--- config.mk ---
export PLATFORM = sky130hd
export DESIGN_NAME = vfc_ctrl
export DESIGN_NICKNAME = d
export VERILOG_FILES = /design/src/rtl/vfc_pkg.sv /design/src/rtl/vfc_ctrl.sv
export SDC_FILE = /design/constraint.sdc
export NUM_CORES = 1
export LEC_CHECK = 0
export BUFFER_PORTS_ARGS = -buffer_cell sky130_fd_sc_hd__buf_2
export CAP_MARGIN = 20
export CORE_AREA = 5 5 42 44
export CTS_BUF_LIST = sky130_fd_sc_hd__clkbuf_4 sky130_fd_sc_hd__clkbuf_8 sky130_fd_sc_hd__clkbuf_16
export DETAILED_ROUTE_END_ITERATION = 8
export DIE_AREA = 0 0 47 49
export PLACE_DENSITY = 0.54
export SYNTH_ARGS = -nofsm -noshare
export SYNTH_HDL_FRONTEND = slang
export SYNTH_SLANG_ARGS = --single-unit
--- constraint.sdc ---
create_clock -name clk -period 0.8 [get_ports clk]
set_input_delay 0.04 -clock clk [delete_from_list [all_inputs] [get_ports clk]]
set_output_delay 0.04 -clock clk [all_outputs]
set_load 0.1 [all_outputs]
--- src/rtl/vfc_pkg.sv ---
// ----------------------------------------------------------------------------
// vfc_pkg: shared types and constants of the voxel face culling mesher
// Item and result words, configuration indexes, controller command and
// status groups, and the state, read phase and neighbor direction encodings.
// ----------------------------------------------------------------------------
package vfc_pkg;

  // Default grid limits.
  localparam int MAX_X_DEF = 16;
  localparam int MAX_Y_DEF = 64;
  localparam int MAX_Z_DEF = 16;

  // Width used to compare coordinates with sizes (covers MAX_Y up to 256).
  localparam int SIZE_W = 9;

  // Running face counter and the vertex number derived from it.
  localparam int CNT_W = 17;
  localparam int FV_W  = CNT_W + 2;

  // Configuration port.
  localparam int CFG_IDX_W  = 2;
  localparam int CFG_DATA_W = 7;
  localparam logic [CFG_IDX_W-1:0] CFG_SIZE_X = 2'd0;
  localparam logic [CFG_IDX_W-1:0] CFG_SIZE_Y = 2'd1;
  localparam logic [CFG_IDX_W-1:0] CFG_SIZE_Z = 2'd2;

  localparam logic [4:0] SIZE_X_RST = 5'd16;
  localparam logic [6:0] SIZE_Y_RST = 7'd64;
  localparam logic [4:0] SIZE_Z_RST = 5'd16;

  // Item kinds.
  localparam logic KIND_WRITE = 1'b0;
  localparam logic KIND_MESH  = 1'b1;

  // Block types.
  localparam logic [1:0] TYPE_AIR = 2'd0;

  typedef struct packed {
    logic       kind;
    logic [3:0] voxel_x;
    logic [5:0] voxel_y;
    logic [3:0] voxel_z;
    logic [1:0] type_in;
  } vfc_in_t;

  typedef struct packed {
    logic [5:0]      face_mask;
    logic [1:0]      type_out;
    logic [2:0]      face_count;
    logic [FV_W-1:0] first_vertex;
    logic            range_error;
  } vfc_out_t;

  typedef enum logic [2:0] {
    ST_CLEAR,
    ST_IDLE,
    ST_RD1,
    ST_RD2,
    ST_RD3,
    ST_DONE
  } vfc_state_t;

  // Read round: which pair of voxels the two store ports fetch.
  typedef enum logic [1:0] {
    PH_0,
    PH_1,
    PH_2,
    PH_3
  } vfc_phase_t;

  // Voxel picked relative to the current item.
  typedef enum logic [2:0] {
    DIR_C,
    DIR_XP,
    DIR_XN,
    DIR_YP,
    DIR_YN,
    DIR_ZP,
    DIR_ZN
  } vfc_dir_t;

  typedef struct packed {
    logic       clr_en;
    logic       load;
    logic       wr_en;
    logic       rd_en;
    vfc_phase_t phase;
    logic       out_load;
  } vfc_cmd_t;

  typedef struct packed {
    logic clr_last;
    logic kind;
    logic out_free;
  } vfc_status_t;

endpackage

--- src/rtl/vfc_ctrl.sv ---
// ----------------------------------------------------------------------------
// vfc_ctrl: sequencer of the voxel face culling mesher
// Runs the clearing pass after reset, accepts items, steps the paired store
// reads of a mesh item and hands the result to the output register.
// ----------------------------------------------------------------------------
module vfc_ctrl (
  input  logic                   clk,
  input  logic                   rst,
  input  logic                   in_valid,
  output logic                   in_stall,
  input  vfc_pkg::vfc_status_t   status,
  output vfc_pkg::vfc_cmd_t      cmd
);
  import vfc_pkg::*;

  vfc_state_t state;
  vfc_state_t state_next;

  always_ff @(posedge clk) begin
    if (rst) begin
      state <= ST_CLEAR;
    end else begin
      state <= state_next;
    end
  end

  always_comb begin
    state_next = state;
    unique case (state)
      ST_CLEAR: begin
        if (status.clr_last) state_next = ST_IDLE;
      end
      ST_IDLE: begin
        if (in_valid) begin
          state_next = (status.kind == KIND_WRITE) ? ST_DONE : ST_RD1;
        end
      end
      ST_RD1: state_next = ST_RD2;
      ST_RD2: state_next = ST_RD3;
      ST_RD3: state_next = ST_DONE;
      ST_DONE: begin
        if (status.out_free) state_next = ST_IDLE;
      end
      default: state_next = ST_CLEAR;
    endcase
  end

  always_comb begin
    cmd          = '0;
    cmd.phase    = PH_0;
    in_stall     = (state != ST_IDLE);
    unique case (state)
      ST_CLEAR: cmd.clr_en = 1'b1;
      ST_IDLE: begin
        cmd.load  = in_valid;
        cmd.wr_en = in_valid && (status.kind == KIND_WRITE);
        cmd.rd_en = in_valid;
        cmd.phase = PH_0;
      end
      ST_RD1: begin
        cmd.rd_en = 1'b1;
        cmd.phase = PH_1;
      end
      ST_RD2: begin
        cmd.rd_en = 1'b1;
        cmd.phase = PH_2;
      end
      ST_RD3: begin
        cmd.rd_en = 1'b1;
        cmd.phase = PH_3;
      end
      ST_DONE: cmd.out_load = status.out_free;
      default: ;
    endcase
  end

  a_no_read_outside_item: assert property (@(posedge clk) disable iff (rst)
    cmd.rd_en |-> (state != ST_CLEAR) && (state != ST_DONE))
    else $error("store read issued outside an item");

  a_write_goes_to_done: assert property (@(posedge clk) disable iff (rst)
    cmd.wr_en |=> state == ST_DONE)
    else $error("write item did not go to result step");

  a_done_holds: assert property (@(posedge clk) disable iff (rst)
    (state == ST_DONE) && !status.out_free |=> state == ST_DONE)
    else $error("result step left while output register was full");

endmodule

==> run_results.csv, run 1 <==
group,metric,value,unit
yosys,synthXorXnorAreaFrac,3.271,%
timing,holdWs,0.01481,ns
setup_path,cp.required,0.76,ns
yosys,synth-seq-cells,3,
cts,cts_buffer_depth,2,
setup_path,worstSetupStartpointType,"flip-flop",
yosys,syn_area,267.8,um2
outcome,violations,"negative setup slack",
yosys,synth_common_cells,"nor2_1, a21oi_1, dfxtp_1, nand2_1",
cts,cts_buffers,3,
drt,wl_per_cell,11.56,um
finish,fin_nets,70,
drt,wl,913,um
cts,clock-sinks,3,
power_and_ir_drop,comb_power_share,66.3,%
yosys,synth-main-ff-cell,"dfxtp_1",
placement,port_buffers,13,
timing,slew_headroom,87.64,%
worst_hold_path,min_path_type,"input pin to flip-flop",
finish,diodes,0,
global_routing,met3_usage,4.059,%
finish,top_regs,"state: 3 flops",
outcome,status,"finished, violations left",
finish,fillers,139,
yosys,synth_edf_count,0,
yosys,synth-simple-area-share,35.98,%
die,die_width,47,um
global_routing,use_met2,14.25,%
yosys,yosys.area_share.adder,0,%
drt,num_vias,360,
timing,min_period_over_period,162.2,%
timing,max_clock_freq,770.8,MHz
power_and_ir_drop,power,1.440,mW
setup_path,path_class,"flip-flop to output port",
die,fp.dieH,49,um
setup_path,critPathCaptureType,"output port",
timing,finClkSkew,0.002594,ns
power_and_ir_drop,max-vdd-ir-drop,993.3,uV
die,core-area,0.001401,mm2
drt,route.detailed.drc,0,
global_routing,met1_usage,9.890,%
power_and_ir_drop,p_clk_share,21.1,%
cts,clk_latency,0.23,ns
run,max_cap_viol_count,0,
yosys,synth.distinct_cells,23,
cts,clk_pin_slew,0.04,ns
placement,gp_congestion,0.7913,
timing,slew_violations,0,
yosys,synth_nets,42,
cts,cts_root_buf,"clkbuf_4",
yosys,synth_top_area_share,22.43,%
yosys,syn_avg_cell_area,7.438,um2
finish,largest_register,"state",
finish,largest_reg_flops,3,
placement,hpwl,626.8,um
timing,hold_violations,0,
yosys,ys_seq_area_share,22.43,%
drt,via_per_inst,4.557,
global_routing,grt_max_degree,7,
power_and_ir_drop,swShare,45.81,%
global_routing,top_usage_layer,"met2",
setup_path,cp_max_fo,4,
die,io_pins,14,
die,dieArea,0.002303,mm2
global_routing,antenna_found_initial,0,
yosys,ys_warn_count,0,
setup_path,r2r_setup_slack,-0.27,ns
yosys,synth.most_common_cell,"nor2_1",
finish,final_util,50.89,%
finish,area_delta_synth_final,166.4,%
yosys,async_flop_share,0,%
cts,cts_tree,"yes",
yosys,synthMuxAreaShare,0,%
yosys,synthCells,36,
yosys,synth-compound-area-share,27.10,%
timing,worstMarginPinSlew,0.1853,ns
global_routing,grt_pass1_vias,359,
yosys,yosys.area.top_type,"dfxtp_1",
global_routing,grt_first_pass_wirelength,1545,um
placement,dpl_worst_slack,-0.2400,ns
power_and_ir_drop,p_per_area,2019,mW/mm2
power_and_ir_drop,p_leak,0.3140,nW
drt,drt-initial-drc-count,4,
yosys,synth_top_family_by_area,"simple AND/OR/NAND/NOR gates",
timing,rsz0062_at_grt,"true",
timing,setup_ws,-0.4974,ns
power_and_ir_drop,pwr-share-seq,12.6,%
cts,cts_max_level,1,
power_and_ir_drop,p_int,0.7803,mW
die,initial_core_util,19.11,%
drt,first_pass_iters,2,
timing,finalSetupViolCount,11,
power_and_ir_drop,power.switching,0.6597,mW
global_routing,grt_usage,9.225,%
finish,drive_gt1_share,80.95,%
yosys,synth_area_leaders,"dfxtp_1, a21oi_1, buf_4",
die,rows,14,
global_routing,grt_overflow,0,
drt,drtAntennaViolNets,0,
timing,post-route-min-period,1.297,ns
setup_path,cp.arrival,1.26,ns
-- area by class of cell --
| cell class | count | area (um2) | area share [%] |
|---|---|---|---|
| Multi-Input combinational cell | 29 | 291.5 | 40.88 |
| Sequential cell | 3 | 66.31 | 9.298 |
| Clock buffer | 4 | 30.03 | 4.211 |
| Timing Repair Buffer | 26 | 301.5 | 42.28 |
| Inverter | 1 | 3.754 | 0.5263 |
| Tap cell | 16 | 20.02 | 2.807 |
-- worst paths after layout --
check | start | endpoint | depth (start not counted)
max reg2reg | state[1]$_SDFFE_PP0P_ | state[1]$_SDFFE_PP0P_ | 5
min | rst | state[2]$_SDFFE_PP0P_ | 2
max | state[0]$_SDFFE_PP0P_ | cmd[4] | 4
min reg2reg | state[2]$_SDFFE_PP0P_ | state[1]$_SDFFE_PP0P_ | 2
-- logic make-up after synthesis --
logic type	after synthesis
DFF	3
buffers and inverters	4
xor gates and xnor gates	1
and+or+nand+nor	17
AOI/OAI and AO/OA	11
-- per-stage QoR --
| stage | std cells | TNS (ns) | area [um2] |
|---|---|---|---|
| after global placement | 72 | -1.997 | 616.8 |
| after CTS | 79 | -4.126 | 700.7 |
| after floorplan | 36 | -2.789 | 370.4 |
| final | 79 | -3.966 | 713.2 |
| after global routing | 79 | -4.478 | 713.2 |
| after detailed placement | 72 | -1.987 | 616.8 |
-- worst max-delay path: stages, from the launching register on --
cell and delay [ns]:
dfxtp_2 0.33, nor2b_4 0.17, and3b_4 0.20, and2b_4 0.16
buf_12 0.17
-- power groups by stage --
stage | clock [mW] | sequential, mW | combinational, mW
final | 0.304 | 0.182 | 0.955
after global routing | 0.313 | 0.186 | 0.990
after CTS | 0.307 | 0.181 | 0.949
after detailed placement | 0 | 0.183 | 0.913
after global placement | 0 | 0.183 | 0.911
after floorplan | 0 | 0.179 | 0.613
-- layout by cell type (no fill, tap or decap), types with 2 or more instances in the layout --
cell type and count:
dfxtp_2 2, nor2_4 2, buf_6 5, nand2_4 2, a21oi_1 2, buf_4 8
clkbuf_4 4, a21oi_2 2, buf_2 5, buf_12 8, nor2b_4 2
-- timing repair --
| action | in CTS | in global routing |
|---|---|---|
| cloned | 0 | 0 |
| gates resized for setup | 8 | 5 |
| buffers inserted | 3 | 1 |
| pin swaps | 6 | 4 |
| endpoints found under the setup margin | 11 | 11 |
| hold buffers | 0 | 0 |
-- per-layer routing --
layer | part of all wire, % | wire length [um]
met5 | 0 | 0
met4 | 4.1 | 37
met3 | 7.1 | 65
met2 | 54 | 489
met1 | 35 | 321
(Power assumes the default switching activity.)
==> inputs of run 2 (changes only) <==
CTS_BUF_LIST = sky130_fd_sc_hd__clkbuf_8   (was sky130_fd_sc_hd__clkbuf_4 sky130_fd_sc_hd__clkbuf_8 sky130_fd_sc_hd__clkbuf_16)
SETUP_SLACK_MARGIN = 0.5   (was not set)
==> run 2 against run 1 <==
The flow still finishes with violations (negative setup slack). Design area increased by 1.6%. Critical endpoint unchanged. Sequential share of layout area increased by 0.20 points. Sequential power about the same.
==> run_results.csv, run 2 (synthesized netlist as in run 1, its figures left out) <==
group,metric,value,unit
finish,area_delta_synth_final,170.6,%
drt,first_pass_iters,1,
setup_path,reg2reg_depth,5,
timing,rsz0062_at_grt,"true",
placement,gp_congestion,0.7911,
cts,clock-sinks,3,
drt,met1Wirelength,333,um
placement,place_inst,72,
timing,finClkSkew,0.001183,ns
global_routing,antenna_found_initial,0,
drt,drt-initial-drc-count,0,
outcome,violations,"negative setup slack",
timing,worstMarginPinSlew,0.2543,ns
drt,top_layer,"met4",
setup_path,cp_max_fo,4,
placement,hpwl,665.3,um
setup_path,timing.rr.end,"state[2]$_SDFFE_PP0P_",
power_and_ir_drop,max-vdd-ir-drop,1088,uV
drt,wl,850,um
timing,min_period_over_period,158.6,%
setup_path,worstSetupStartpointType,"flip-flop",
drt,route.detailed.drc,0,
global_routing,grt_overflow,0,
timing,finalSetupViolCount,11,
setup_path,cp.arrival,1.23,ns
drt,wl_per_cell,10.76,um
finish,final_cells,79,
placement,post_dp_cell_area,616.8,um2
global_routing,grt_usage,9.014,%
placement,dpl_worst_slack,-0.2479,ns
setup_path,worstReg2RegStart,"state[0]$_SDFFE_PP0P_",
cts,cts_root_buf,"clkbuf_8",
finish,fin_nets,70,
finish,mostFrequentLayoutCell,"buf_4",
drt,drtAntennaViolNets,0,
finish,top_regs,"state: 3 flops",
finish,largest_register,"state",
global_routing,grt_first_pass_wirelength,1476,um
timing,slew_violations,0,
setup_path,critPathLaunch,"state[0]$_SDFFE_PP0P_",
setup_path,cp.required,0.76,ns
global_routing,grt_max_degree,7,
die,fp.dieH,49,um
die,die_width,47,um
drt,wl_met3,33,um
timing,max_clock_freq,788.1,MHz
run,max_cap_viol_count,0,
die,rows,14,
die,dieArea,0.002303,mm2
cts,hold_buffers,0,
global_routing,grt_pass1_vias,339,
placement,port_buffers,13,
drt,met2_length,464,um
finish,diodes,0,
power_and_ir_drop,p_per_area,2173,mW/mm2
cts,cts_max_level,1,
finish,final_cell_mix,"buf_4, buf_12, buf_2, buf_6",
outcome,status,"finished, violations left",
die,core-area,0.001401,mm2
power_and_ir_drop,p_leak,0.3215,nW
finish,largest_reg_flops,3,
drt,via_per_inst,4.342,
setup_path,path_class,"flip-flop to output port",
cts,clk_pin_slew,0.03,ns
finish,stdcell_area,724.4,um2
timing,post-route-min-period,1.269,ns
die,io_pins,14,
timing,slew_headroom,83.05,%
timing,holdWs,0.02135,ns
drt,num_vias,343,
cts,clk_latency,0.22,ns
cts,cts_buffers,3,
setup_path,endpoint,"cmd[4]",
die,initial_core_util,19.11,%
worst_hold_path,min_path_type,"input pin to flip-flop",
setup_path,r2r_setup_slack,-0.27,ns
finish,drive_gt1_share,77.78,%
setup_path,critPathCaptureType,"output port",
cts,cts_buffer_depth,2,
timing,hold_violations,0,
timing,setup_ws,-0.4689,ns
cts,cts_tree,"yes",
run 2: stage by stage:
stage	util, %	power, mW	setup TNS, ns
after global placement	44.02	1.094	-1.997
after global routing	51.70	1.651	-4.281
after CTS	50.80	1.578	-4.055
after floorplan	-	0.7922	-2.789
after detailed placement	44.02	1.100	-2.072
final	51.70	1.574	-3.805
run 2: how the worst min path moves through the flow:
stage,startpoint,endpoint,slack (ns),cells past startpoint
2_1_floorplan,rst,state[0]$_SDFFE_PP0P_,0.10,1
3_3_place_gp,rst,state[1]$_SDFFE_PP0P_,0.24,2
3_5_place_dp,rst,state[1]$_SDFFE_PP0P_,0.25,2
4_1_cts,rst,state[1]$_SDFFE_PP0P_,0.02,2
5_1_grt,rst,state[2]$_SDFFE_PP0P_,0.03,2
6_report,rst,state[2]$_SDFFE_PP0P_,0.02,2
run 2: power by group:
group,switching (mW),internal [mW]
registers,0.0160,0.165
logic,0.560,0.400
clock network,0.106,0.327
run 2: area by class of cell:
type                            instances  area, um2
Fill cell                             137      676.9
Multi-Input combinational cell         29      289.0
Clock inverter                          1      3.754
Tap cell                               16      20.02
Clock buffer                            3      41.29
Timing Repair Buffer                   26      297.8
Inverter                                1      3.754
Sequential cell                         3      68.82
run 2: layer usage:
| metal | up-vias | global-route usage [%] |
|---|---|---|
| li1 | 176 | - |
| met2 | 8 | 13.57 |
| met1 | 157 | 10.99 |
| met3 | 2 | 1.107 |
| met5 | - | 0 |
| met4 | 0 | 6.912 |
run 2: repair_timing:
action | in CTS | in global routing
pin swaps | 3 | 5
buffers inserted | 3 | 0
gates cloned | 0 | 0
setup endpoints to repair | 11 | 11
resized for setup | 7 | 4
run 2: critical path, stage by stage (launching register included):
cell     delay, ns
dfxtp_2       0.33
nor2b_4       0.16
and3b_4       0.20
and2b_4       0.16
buf_12        0.17
==> inputs of run 3 (changes only) <==
CTS_BUF_LIST = not set   (was sky130_fd_sc_hd__clkbuf_8)
CTS_CLUSTER_SIZE = 12   (was not set)
==> run 3 against run 2 <==
The flow still finishes with violations (negative setup slack). Wire length decreased by 2.8%. Core utilization decreased by 1.3 points. Final cell count unchanged. Die area unchanged. Design area decreased by 2.6%. Sequential share of layout area increased by 0.25 points. Total power decreased by 11%. Global-route usage unchanged. Critical endpoint unchanged. Largest power group unchanged. Highest routed layer is now met3.
==> run_results.csv, run 3 (synthesized netlist as in run 1, its figures left out) <==
group,metric,value,unit
cts,cts_buffers,3,
drt,wl_per_cell,10.46,um
timing,slew_headroom,84.64,%
global_routing,grt_max_degree,7,
global_routing,grt_usage,9.014,%
finish,fillers,142,
outcome,violations,"negative setup slack",
timing,finalSetupViolCount,11,
placement,post_dp_cell_area,616.8,um2
global_routing,antenna_found_initial,0,
finish,largest_register,"state",
setup_path,worstReg2RegStart,"state[0]$_SDFFE_PP0P_",
cts,cts_max_level,1,
drt,wl,826,um
power_and_ir_drop,p_leak,0.3096,nW
cts,clk_latency,0.23,ns
finish,fin_nets,70,
power_and_ir_drop,p_per_area,1989,mW/mm2
finish,stdcell_area,705.7,um2
timing,slew_violations,0,
finish,drive_gt1_share,77.78,%
setup_path,cp.arrival,1.24,ns
die,core-area,0.001401,mm2
die,dieArea,0.002303,mm2
drt,drt-initial-drc-count,2,
die,initial_core_util,19.11,%
drt,first_pass_iters,2,
finish,area_delta_synth_final,163.6,%
drt,route.detailed.drc,0,
finish,final_cells,79,
finish,final_cell_mix,"buf_4, buf_12, buf_2, buf_6",
timing,setup_ws,-0.4818,ns
finish,diodes,0,
finish,largest_reg_flops,3,
cts,clk_pin_slew,0.04,ns
global_routing,grt_overflow,0,
timing,holdWs,0.007270,ns
timing,hold_violations,0,
finish,mostFrequentLayoutCell,"buf_4",
finish,top_regs,"state: 3 flops",
timing,min_period_over_period,160.2,%
cts,cts_tree,"yes",
setup_path,endpoint,"cmd[4]",
drt,num_vias,338,
run,max_cap_viol_count,0,
power_and_ir_drop,power,1.404,mW
die,die_width,47,um
die,io_pins,14,
timing,max_clock_freq,780.1,MHz
setup_path,path_class,"flip-flop to output port",
placement,port_buffers,13,
worst_hold_path,worstHoldStart,"rst",
worst_hold_path,min_path_type,"input pin to flip-flop",
timing,tns,-3.905,ns
finish,final_util,50.36,%
cts,clock-sinks,3,
timing,rsz0062_at_grt,"true",
timing,post-route-min-period,1.282,ns
global_routing,grt_pass1_vias,330,
die,rows,14,
setup_path,critPathLaunch,"state[0]$_SDFFE_PP0P_",
placement,gp_congestion,0.7911,
drt,via_per_inst,4.278,
outcome,status,"finished, violations left",
setup_path,cp_max_fo,4,
power_and_ir_drop,max-vdd-ir-drop,1087,uV
setup_path,reg2reg_depth,5,
setup_path,cp.required,0.76,ns
die,fp.dieH,49,um
placement,place_inst,72,
setup_path,timing.rr.end,"state[2]$_SDFFE_PP0P_",
placement,dpl_worst_slack,-0.2479,ns
drt,drtAntennaViolNets,0,
placement,hpwl,665.3,um
cts,cts_buffer_depth,2,
setup_path,worstSetupStartpointType,"flip-flop",
timing,worstMarginPinSlew,0.2304,ns
setup_path,critPathCaptureType,"output port",
timing,finClkSkew,0.001831,ns
global_routing,grt_first_pass_wirelength,1435,um
setup_path,r2r_setup_slack,-0.27,ns
cts,cts_root_buf,"clkbuf_4",
[run 3: cell count changes in the layout (fill, tap and decap cells not counted), sizes merged]
| cell | previous run | this run |
|---|---|---|
| clkbuf | 3 | 4 |
| inv | 2 | 1 |
[run 3: how the worst min path moves through the flow]
| stage | cells after the start | to |
|---|---|---|
| finish | 2 | state[2]$_SDFFE_PP0P_ |
| global route | 2 | state[2]$_SDFFE_PP0P_ |
| CTS | 2 | state[1]$_SDFFE_PP0P_ |
| detailed placement | 2 | state[1]$_SDFFE_PP0P_ |
| global placement | 2 | state[1]$_SDFFE_PP0P_ |
| floorplan | 1 | state[0]$_SDFFE_PP0P_ |
[run 3: worst max-delay path, stage by stage, from the launching register on]
cell     delay (ns)
dfxtp_2        0.33
nor2b_4        0.16
and3b_4        0.20
and2b_4        0.16
buf_12         0.17
[run 3: what timing repair did]
action | 4_1_cts | 5_1_grt
hold buffers | 0 | 0
gates resized for setup | 7 | 4
setup buffers | 3 | 0
pin swaps | 3 | 5
endpoints found under the setup margin | 11 | 11
[run 3: layout make-up]
type	instances	area [um2]	area share (%)
clock buffers	4	26.28	3.723
inverters	1	3.754	0.5319
multi-input cells	29	289.0	40.96
flip-flops and latches	3	68.82	9.752
well taps	16	20.02	2.837
repair buffers	26	297.8	42.20
[run 3: metal layers]
| metal | routed length, um | track usage, % | vias up |
|---|---|---|---|
| li1 | - | - | 177 |
| met1 | 325 | 10.77 | 155 |
| met2 | 468 | 12.44 | 6 |
| met3 | 33 | 3.321 | 0 |
| met4 | 0 | 6.912 | 0 |
| met5 | 0 | 0 | - |
[run 3: where the power goes]
part	total, mW	internal (mW)	switching (mW)
Combinational	0.959	0.400	0.559
Clock	0.263	0.187	0.0767
Sequential	0.181	0.165	0.0162
Total	1.40	0.752	0.652
